## src/design/utf_pkg.sv

```systemverilog
package utf_pkg;

	// input and result items
	typedef struct packed {
		logic [15:0] code_unit;
		logic        string_end;
	} in_item_t;

	typedef struct packed {
		logic [15:0] out_value;
		logic        run_last;
		logic        string_done;
		logic        error;
	} out_item_t;

	// results produced by one input item, in emit order from index 0
	typedef struct packed {
		logic [1:0]          cnt;
		out_item_t [2:0]     res;
	} res_group_t;

	localparam logic DIR_ENCODE = 1'b0;
	localparam logic DIR_DECODE = 1'b1;

	localparam logic [15:0] ASCII_LIMIT    = 16'h0080;
	localparam logic [15:0] TWO_BYTE_LIMIT = 16'h0800;

	localparam logic [7:0] BYTE_CONT_MIN = 8'h80;
	localparam logic [7:0] BYTE_LEAD2    = 8'hC0;
	localparam logic [7:0] BYTE_LEAD3    = 8'hE0;
	localparam logic [7:0] BYTE_LEAD4    = 8'hF0;
	localparam logic [7:0] BYTE_BAD      = 8'hF8;
	localparam logic [1:0] CONT_TAG      = 2'b10;

	localparam logic [2:0] PFX_LEAD2 = 3'b110;
	localparam logic [3:0] PFX_LEAD3 = 4'b1110;

	localparam out_item_t ERR_ITEM = '{
		out_value: 16'h0000, run_last: 1'b1, string_done: 1'b1, error: 1'b1};

endpackage

```

## src/design/utf_core.sv

```systemverilog
module utf_core import utf_pkg::*; (
	input  logic       clk,
	input  logic       arst_n,
	input  logic       cfg_we,
	input  logic       cfg_data,
	input  in_item_t   item,
	input  logic       advance,
	output res_group_t grp
);

	logic        dir_q;
	logic [1:0]  pend_q;
	logic [15:0] acc_q;
	logic        poison_q;

	logic [1:0]  pend_d;
	logic [15:0] acc_d;
	logic        poison_d;

	logic [15:0] c;
	logic [7:0]  b;
	logic        e;
	logic [15:0] acc_shift;
	logic        fail;

	assign c         = item.code_unit;
	assign b         = item.code_unit[7:0];
	assign e         = item.string_end;
	assign acc_shift = {acc_q[9:0], b[5:0]};

	always_comb begin
		pend_d   = pend_q;
		acc_d    = acc_q;
		poison_d = poison_q;
		fail     = 1'b0;
		grp      = '0;
		if (poison_q) begin
			// swallow until the string ends
			if (e) begin
				poison_d = 1'b0;
			end
		end else if (dir_q == DIR_ENCODE) begin
			if (c == 16'h0000) begin
				fail = 1'b1;
			end else if (c < ASCII_LIMIT) begin
				grp.cnt    = 2'd1;
				grp.res[0] = '{out_value: c, run_last: 1'b1, string_done: e, error: 1'b0};
			end else if (c < TWO_BYTE_LIMIT) begin
				grp.cnt    = 2'd2;
				grp.res[0] = '{out_value: {8'h00, PFX_LEAD2, c[10:6]},
					run_last: 1'b0, string_done: 1'b0, error: 1'b0};
				grp.res[1] = '{out_value: {8'h00, CONT_TAG, c[5:0]},
					run_last: 1'b1, string_done: e, error: 1'b0};
			end else begin
				grp.cnt    = 2'd3;
				grp.res[0] = '{out_value: {8'h00, PFX_LEAD3, c[15:12]},
					run_last: 1'b0, string_done: 1'b0, error: 1'b0};
				grp.res[1] = '{out_value: {8'h00, CONT_TAG, c[11:6]},
					run_last: 1'b0, string_done: 1'b0, error: 1'b0};
				grp.res[2] = '{out_value: {8'h00, CONT_TAG, c[5:0]},
					run_last: 1'b1, string_done: e, error: 1'b0};
			end
		end else if (pend_q == 2'd0) begin
			if (b < BYTE_CONT_MIN) begin
				grp.cnt    = 2'd1;
				grp.res[0] = '{out_value: {8'h00, b}, run_last: 1'b1,
					string_done: e, error: 1'b0};
			end else if (b < BYTE_LEAD2 || b >= BYTE_BAD) begin
				fail = 1'b1;
			end else begin
				if (b < BYTE_LEAD3) begin
					acc_d  = {11'd0, b[4:0]};
					pend_d = 2'd1;
				end else if (b < BYTE_LEAD4) begin
					acc_d  = {12'd0, b[3:0]};
					pend_d = 2'd2;
				end else begin
					acc_d  = {13'd0, b[2:0]};
					pend_d = 2'd3;
				end
				// a lead byte cannot end a string
				fail = e;
			end
		end else if (b[7:6] != CONT_TAG) begin
			fail = 1'b1;
		end else if (pend_q == 2'd1) begin
			pend_d     = 2'd0;
			acc_d      = 16'h0000;
			grp.cnt    = 2'd1;
			grp.res[0] = '{out_value: acc_shift, run_last: 1'b1, string_done: e, error: 1'b0};
		end else begin
			pend_d = pend_q - 2'd1;
			acc_d  = acc_shift;
			fail   = e;
		end

		if (fail) begin
			pend_d     = 2'd0;
			acc_d      = 16'h0000;
			poison_d   = ~e;
			grp.cnt    = 2'd1;
			grp.res[0] = ERR_ITEM;
		end
	end

	always_ff @(posedge clk or negedge arst_n) begin
		if (!arst_n) begin
			dir_q    <= DIR_ENCODE;
			pend_q   <= 2'd0;
			acc_q    <= 16'h0000;
			poison_q <= 1'b0;
		end else if (cfg_we) begin
			dir_q    <= cfg_data;
			pend_q   <= 2'd0;
			acc_q    <= 16'h0000;
			poison_q <= 1'b0;
		end else if (advance) begin
			pend_q   <= pend_d;
			acc_q    <= acc_d;
			poison_q <= poison_d;
		end
	end

endmodule

```

## src/design/utf_emit.sv

```systemverilog
module utf_emit import utf_pkg::*; (
	input  logic       clk,
	input  logic       arst_n,
	input  res_group_t grp,
	input  logic       load,
	output logic       grp_ready,
	output logic       out_valid,
	input  logic       out_stall,
	output out_item_t  out_data
);

	logic [1:0]      cnt_q;
	out_item_t [2:0] slot_q;
	logic            take;

	assign out_valid = (cnt_q != 2'd0);
	assign out_data  = slot_q[0];
	assign take      = out_valid & ~out_stall;
	// free when empty or when the last held item leaves this cycle
	assign grp_ready = (cnt_q == 2'd0) | ((cnt_q == 2'd1) & take);

	always_ff @(posedge clk or negedge arst_n) begin
		if (!arst_n) begin
			cnt_q <= 2'd0;
		end else if (load) begin
			cnt_q <= grp.cnt;
		end else if (take) begin
			cnt_q <= cnt_q - 2'd1;
		end
	end

	always_ff @(posedge clk) begin
		if (load) begin
			slot_q <= grp.res;
		end else if (take) begin
			slot_q[0] <= slot_q[1];
			slot_q[1] <= slot_q[2];
		end
	end

endmodule

```

## src/design/utf16_utf8_transcoder_top.sv

```systemverilog
// channel   signals                           direction
// in        in_valid, in_stall, in_data       item in, stall out
// out       out_valid, out_stall, out_data    item out, stall in
// cfg       cfg_we, cfg_data                  direction register write
//
// results leave at one per cycle while out_stall is low; an item giving one result
// (or none) is then taken every cycle, an encoded unit of two or three bytes holds
// the input while the result shift register drains.
// reset clears the direction (encode), the decode state and all valid flags.
// out_stall reaches in_stall the same cycle once the input register is full.
module utf16_utf8_transcoder_top import utf_pkg::*; (
	input  logic      clk,
	input  logic      arst_n,
	input  logic      in_valid,
	output logic      in_stall,
	input  in_item_t  in_data,
	output logic      out_valid,
	input  logic      out_stall,
	output out_item_t out_data,
	input  logic      cfg_we,
	input  logic      cfg_data
);

	logic       valid_s1;
	in_item_t   item_s1;
	logic       grp_ready;
	logic       load;
	logic       accept;
	res_group_t grp;

	assign load     = valid_s1 & grp_ready;
	assign in_stall = valid_s1 & ~load;
	assign accept   = in_valid & ~in_stall;

	always_ff @(posedge clk or negedge arst_n) begin
		if (!arst_n) begin
			valid_s1 <= 1'b0;
		end else if (accept) begin
			valid_s1 <= 1'b1;
		end else if (load) begin
			valid_s1 <= 1'b0;
		end
	end

	always_ff @(posedge clk) begin
		if (accept) begin
			item_s1 <= in_data;
		end
	end

	utf_core u_core (
		.clk     (clk),
		.arst_n  (arst_n),
		.cfg_we  (cfg_we),
		.cfg_data(cfg_data),
		.item    (item_s1),
		.advance (load),
		.grp     (grp)
	);

	utf_emit u_emit (
		.clk      (clk),
		.arst_n   (arst_n),
		.grp      (grp),
		.load     (load),
		.grp_ready(grp_ready),
		.out_valid(out_valid),
		.out_stall(out_stall),
		.out_data (out_data)
	);

endmodule

```

## config.mk

```make
export PLATFORM = sky130hd
export DESIGN_NAME = utf16_utf8_transcoder_top
export DESIGN_NICKNAME = d
export VERILOG_FILES = /design/src/design/utf_pkg.sv /design/src/design/utf_core.sv /design/src/design/utf_emit.sv /design/src/design/utf16_utf8_transcoder_top.sv
export SDC_FILE = /design/constraint.sdc
export NUM_CORES = 1
export LEC_CHECK = 0
export BUFFER_PORTS_ARGS = -buffer_cell sky130_fd_sc_hd__buf_2
export CAP_MARGIN = 30
export CORE_MARGIN = 2
export CORE_UTILIZATION = 52
export CTS_BUF_LIST = sky130_fd_sc_hd__clkbuf_4 sky130_fd_sc_hd__clkbuf_8 sky130_fd_sc_hd__clkbuf_16
export DETAILED_ROUTE_END_ITERATION = 8
export GPL_ROUTABILITY_DRIVEN = 0
export GPL_TIMING_DRIVEN = 0
export PLACE_DENSITY = 0.73
export SETUP_SLACK_MARGIN = 0.4
export SYNTH_ARGS = -nofsm -noshare
export SYNTH_HDL_FRONTEND = slang
export SYNTH_SLANG_ARGS = --single-unit
```

## constraint.sdc

```tcl
create_clock -name clk -period 1.96 [get_ports clk]
set_input_delay 0.392 -clock clk [delete_from_list [all_inputs] [get_ports clk]]
set_output_delay 0.392 -clock clk [all_outputs]
set_load 0.02 [all_outputs]
```

# After elaboration in Yosys (flattened, before gate mapping)
# Cells that the tools add are included.
[totals]
elab_cells = 123
output_inout_bits = 21
in_bits = 23
regBits = 91
[op_classes]
n_reduce_logical = 12
add_sub_neg = 2
order_cmp = 7
mux = 64
bitwise_logic = 10
eq_ne = 7
[op_table]
columns = ["cell", "n"]
rows = [
  ["$mux W38", 4],
  ["$mux W59", 2],
  ["$mux W19", 6],
  ["$mux W10", 10],
  ["$mux W2", 18],
  ["$lt A8 B8 Y1 const B", 4],
  ["$mux W28", 1],
  ["$mux W11", 2],
  ["$mux W1", 19],
  ["$logic_not A16 Y1", 1],
  ["$lt A16 B12 Y1 const B", 1],
  ["$lt A16 B8 Y1 const B", 1],
  ["$ge A8 B8 Y1 const B", 1],
  ["$ne A4 B3 Y1 const B", 2],
  ["$reduce_bool A2 Y1", 4],
  ["$reduce_and A6 Y1", 1],
  ["$and A1 B1 Y1", 5],
  ["$mux W5", 1],
  ["$reduce_or A5 Y1", 1],
  ["$eq A2 B1 Y1 const B", 2],
  ["$logic_not A2 Y1", 2],
  ["$mux W4", 1],
  ["$ne A4 B2 Y1 const B", 1],
  ["$not A1 Y1", 4],
  ["other kinds (7)", 8],
]

# Longest topological paths before layout
[depth]
word_depth = 11
depth_mapped = 9
depth_no_buf = 8

# By module
# A second synthesis with hierarchy kept.
[hier_totals]
cells_unflattened = 407
area_unflattened_um2 = 4819.6
[modules_own_cells]
columns = ["module", "area_per_inst_um2", "cells_per_inst", "seq_area_each_um2", "n_inst"]
rows = [
  ["utf_emit", 2468.6, 137, 1761.7, 1],
  ["utf_core", 1776.7, 247, 350.3, 1],
  ["utf16_utf8_transcoder_top", 574.3, 23, 535.5, 1],
]

# Worst setup path before layout
# No wires, ideal clock.
[synth_timing]
path_type = "reg2reg"
from = "register u_core.pend_q[0]"
to = "register u_emit.slot_q, in the netlist u_emit.out_data[7], data pin"
setup_ns = 0.145
t_required_ns = 1.815
path_stages_with_launch = 9
setup_slack_ns = -0.058
period_less_slack_ns = 2.018
arrival_time_ns = 1.873
n_path_buf = 1
path_cell_list = "dfrtp_1 inv_1 ha_1 buf_2 or3b_4 o32ai_4 o22ai_2 or3_4 o21ai_1"
[synth_between]
elab_chain_len = 8
elab_cells_between_ends = 14
cone_classes = "eq/ne: 1; mux: 12; reduce/logical: 1"
[synth_rtl]
columns = ["element", "line_no", "text"]
rows = [
  ["from (decl)", "utf_core.sv:12", "logic [1:0] pend_q;"],
  ["from (signal assigned)", "utf_core.sv:118", "pend_q <= pend_d;"],
  ["$eq A2 B1 Y1", "utf_core.sv:86", "end else if (pend_q == 2'd1) begin"],
  ["$mux W19 / $mux W1 (equally long branches)", "utf_core.sv:86", ""],
  ["$mux W19 / $mux W1 (equally long branches)", "utf_core.sv:84", "end else if (b[7:6] != CONT_TAG) begin"],
  ["$mux W19 / $mux W1 (equally long branches)", "utf_core.sv:63", "end else if (pend_q == 2'd0) begin"],
  ["$mux W19 / $mux W1 (equally long branches)", "utf_core.sv:42", "end else if (dir_q == DIR_ENCODE) begin"],
  ["$mux W59 / $mux W1 (equally long branches)", "utf_core.sv:37", "if (poison_q) begin"],
  ["$mux W19 (*)", "utf_core.sv:97", "if (fail) begin"],
  ["$mux W38 (*)", "utf_emit.sv:33", "if (load) begin"],
  ["to (signal assigned)", "utf_emit.sv:34", "slot_q <= grp.res;"],
  ["to (decl)", "utf_emit.sv:13", "out_item_t [2:0] slot_q;"],
]
# Every way passes the cells marked *; elsewhere a longest branch is shown, timed or not.
# A chain may end at the register's enable or synchronous reset.

# Worst setup path in the final report
[layout_timing]
from = "register u_core.pend_q[0]"
to = "register u_emit.slot_q, in the netlist u_emit.out_data[5], data pin"
# Same word-level chain as after synthesis.

==> impl_metrics.yaml <==
final_layout:
  nets: 404
  area_growth_pct: 40.46
  fillerInstances: 382
  final_cells: 459
  multi_input_area_mm2: 0.001496
  fin_util_pct: 74.81
  drive_gt1_share_pct: 53.14
  final_cell_mix: "53 x edfxtp_1, 47 x buf_4, 42 x buf_2"
  diodes: 0
  layout_commonest_cell: "edfxtp_1"
  regArea_mm2: 0.002019
routing:
  vias: 2641
  postRouteAntennaNets: 0
  dr.pass1.iters: 4
  via_per_inst: 5.754
  drtIter0Drc: 192
  routed_wirelength_mm: 8.340
  drc: 0
  drt-wirelength-per-cell_um: 18.17
sta:
  hold-worst-slack_ps: 221.7
  fin_ws_ps: -119.1
  setup_violations: 17
  relSlewSlack_pct: 62.85
  rsz0062_at_grt: "yes"
  max_clock_freq_mhz: 481.0
  fin_crit_sh_pct: 106.1
  tightest_slew_ps: 555.1
  final_hold_viol_count: 0
  finClkSkew_ps: 13.45
  post-route-min-period_ps: 2079
  drv_slew: 0
power_and_ir_drop:
  p_int_uw: 4364
  power_density_mw_per_mm2: 1443
  ir_worst_vdd_mv: 0.8432
  power_uw: 6775
  p_comb_share_pct: 41.1
  leakagePower_uw: 0.001945
  pwr-share-clk_pct: 20.9
  seqPwrFrac_pct: 38.0
  p_switching_uw: 2411
  swShare_pct: 35.59
clock_network:
  clkSinkCount: 70
  cts_made_buffers: 9
  clockRootBuffer: "clkbuf_8"
  clk_path_buf_depth: 2
  path_clk_slew_ps: 80
  cts_tree: "yes"
  worst_skew_pair.late_latency_ps: 340
  cts.htree.levels: 3
synth:
  synthDominantCellAreaShare_pct: 47.60
  ys_top_cells_by_area: "edfxtp_1 48%, dfrtp_1 13%, buf_4 4.5%"
  yosys_warnings: 0
  synth_area_per_cell_um2: 11.86
  synthFlopType: "edfxtp_1"
  synth_top_area_cell: "edfxtp_1"
  synth_seq_cells: 70
  ys_seq_area_share_pct: 60.33
  synth_fp_nets: 309
  postSynthCellCount: 282
  synth_edf_count: 53
  async_flop_share_pct: 24.29
  synthDistinctLibCells: 47
  syn_area_mm2: 0.003343
die:
  core_mm2: 0.006277
  dieHeight_um: 84.18
  io_pins: 44
  dieArea_mm2: 0.007086
  die_x_um: 84.18
  start_util_pct: 53.26
  placementRows: 29
grt:
  grt_overflow: 0
  antenna_found_initial: 0
  grtUsageTotal_pct: 23.00
  grt_max_degree: 18
  grt_pass1_vias: 2451
  grt_first_pass_wirelength_mm: 12.48
setup_path:
  reg2reg_depth: 8
  critPathArrivalTime_ps: 2270
  worst-r2r-setup-slack_ps: -120
  cp_max_fo: 7
  critPathKind: "register to register"
  cp.required_ps: 2150
  reg2reg_from: "u_core.pend_q[0]"
  end_kind: "register"
  r2r_end: "u_emit.out_data[5]"
  crit_path_start_kind: "register"
worst_hold_path:
  hold_path.class: "primary input to register"
  min_from: "in_data[3]"
  whs_path_depth: 1
  hold_path_end: "item_s1[3]"
placement:
  dp_hpwl_mm: 4.614
  portBuffers: 43
  dp_cells: 402
  dp_slack_ps: -189.0
status:
  run_status: "finished with violations"
  violations: "setup timing"
flow_run:
  maxCapViolCount: 0
[worst max-delay path by stage]
stage / from / to / cells after the start
3_5_place_dp: u_core.pend_q[0] / u_emit.out_data[5] / 8
5_1_grt: u_core.pend_q[0] / u_emit.out_data[5] / 8
4_1_cts: u_core.pend_q[1] / u_emit.out_data[5] / 8
6_report: u_core.pend_q[0] / u_emit.out_data[5] / 8
3_3_place_gp: u_core.pend_q[0] / u_emit.out_data[3] / 8
2_1_floorplan: u_core.pend_q[0] / u_emit.out_data[7] / 8
[cell type report]
class,instances,share of cell area [%]
Clock buffer,9,2.638
Sequential cell,70,43.01
Buffer,31,4.903
Inverter,10,1.013
Timing Repair Buffer,81,11.94
Tap cell,77,2.052
Multi-Input combinational cell,174,31.87
Clock inverter,7,2.585
[Yosys cell counts, types with 3 or more instances]
cell type,number
o21ai_1,11
and3_1,9
or4_1,3
o31ai_1,3
buf_2,4
and2_1,15
nand2b_1,4
a21oi_1,17
a22o_1,9
dfrtp_1,17
nor3_1,4
edfxtp_1,53
clkbuf_1,7
inv_1,9
nand2_1,25
nor2_1,13
nor4_1,5
a31oi_1,5
o21ai_0,11
buf_4,20
ha_1,4
[sequential cells by signal, summed over array words and instances (netlist names)]
register,cells
u_emit.out_data,19
item_s1,17
u_emit.slot_q,17
u_core.acc_q,10
u_core.pend_q,2
u_emit.cnt_q,2
u_core.dir_q,1
u_core.poison_q,1
valid_s1,1
[power by group through the flow]
stage / Clock, uW / Combinational, uW / Sequential [uW]
6_report: 1420 / 2780 / 2570
5_1_grt: 1490 / 2980 / 2620
4_1_cts: 1430 / 2520 / 2540
3_5_place_dp: 0 / 2020 / 2550
3_3_place_gp: 0 / 1960 / 2530
2_1_floorplan: 0 / 1540 / 2470
[stage by stage]
stage | instance area (um2) | setup TNS, ps
CTS | 4471 | -791.7
global placement | 3749 | -1350
global route | 4696 | -2828
floorplan | 3437 | -110.9
finish | 4696 | -1298
detailed placement | 3749 | -1774
[critical path, stage by stage, from the launching register on]
cell,delay [ps]
dfrtp_1,370
inv_2,60
ha_4,150
buf_6,110
or3b_4,380
o32ai_4,160
o22ai_4,130
or3_4,390
o21ai_1,170
[logic make-up after synthesis]
group,Yosys count,synth area share (%)
buf+inv,41,6.998
fa+ha+maj,4,1.497
simple gates,93,16.09
compound gates,73,14.82
flops,70,60.33
xor+xnor,1,0.2620
[repair_timing]
item | CTS | global route
setup buffers | 25 | 12
cloned | 1 | 2
hold endpoints to repair | 14 | 0
resized for setup | 66 | 35
pin swaps | 22 | 16
endpoints found under the setup margin | 98 | 85
hold buffers | 1 | 0
[layer usage]
| metal | track usage, % | routed length [um] | vias to the layer above |
|---|---|---|---|
| met5 | 0 | 0 | - |
| met2 | 36.29 | 4152 | 127 |
| met4 | 9.384 | 183 | 0 |
| met3 | 4.130 | 589 | 20 |
| li1 | - | - | 1233 |
| met1 | 31.89 | 3415 | 1261 |
(Power assumes the default switching activity.)
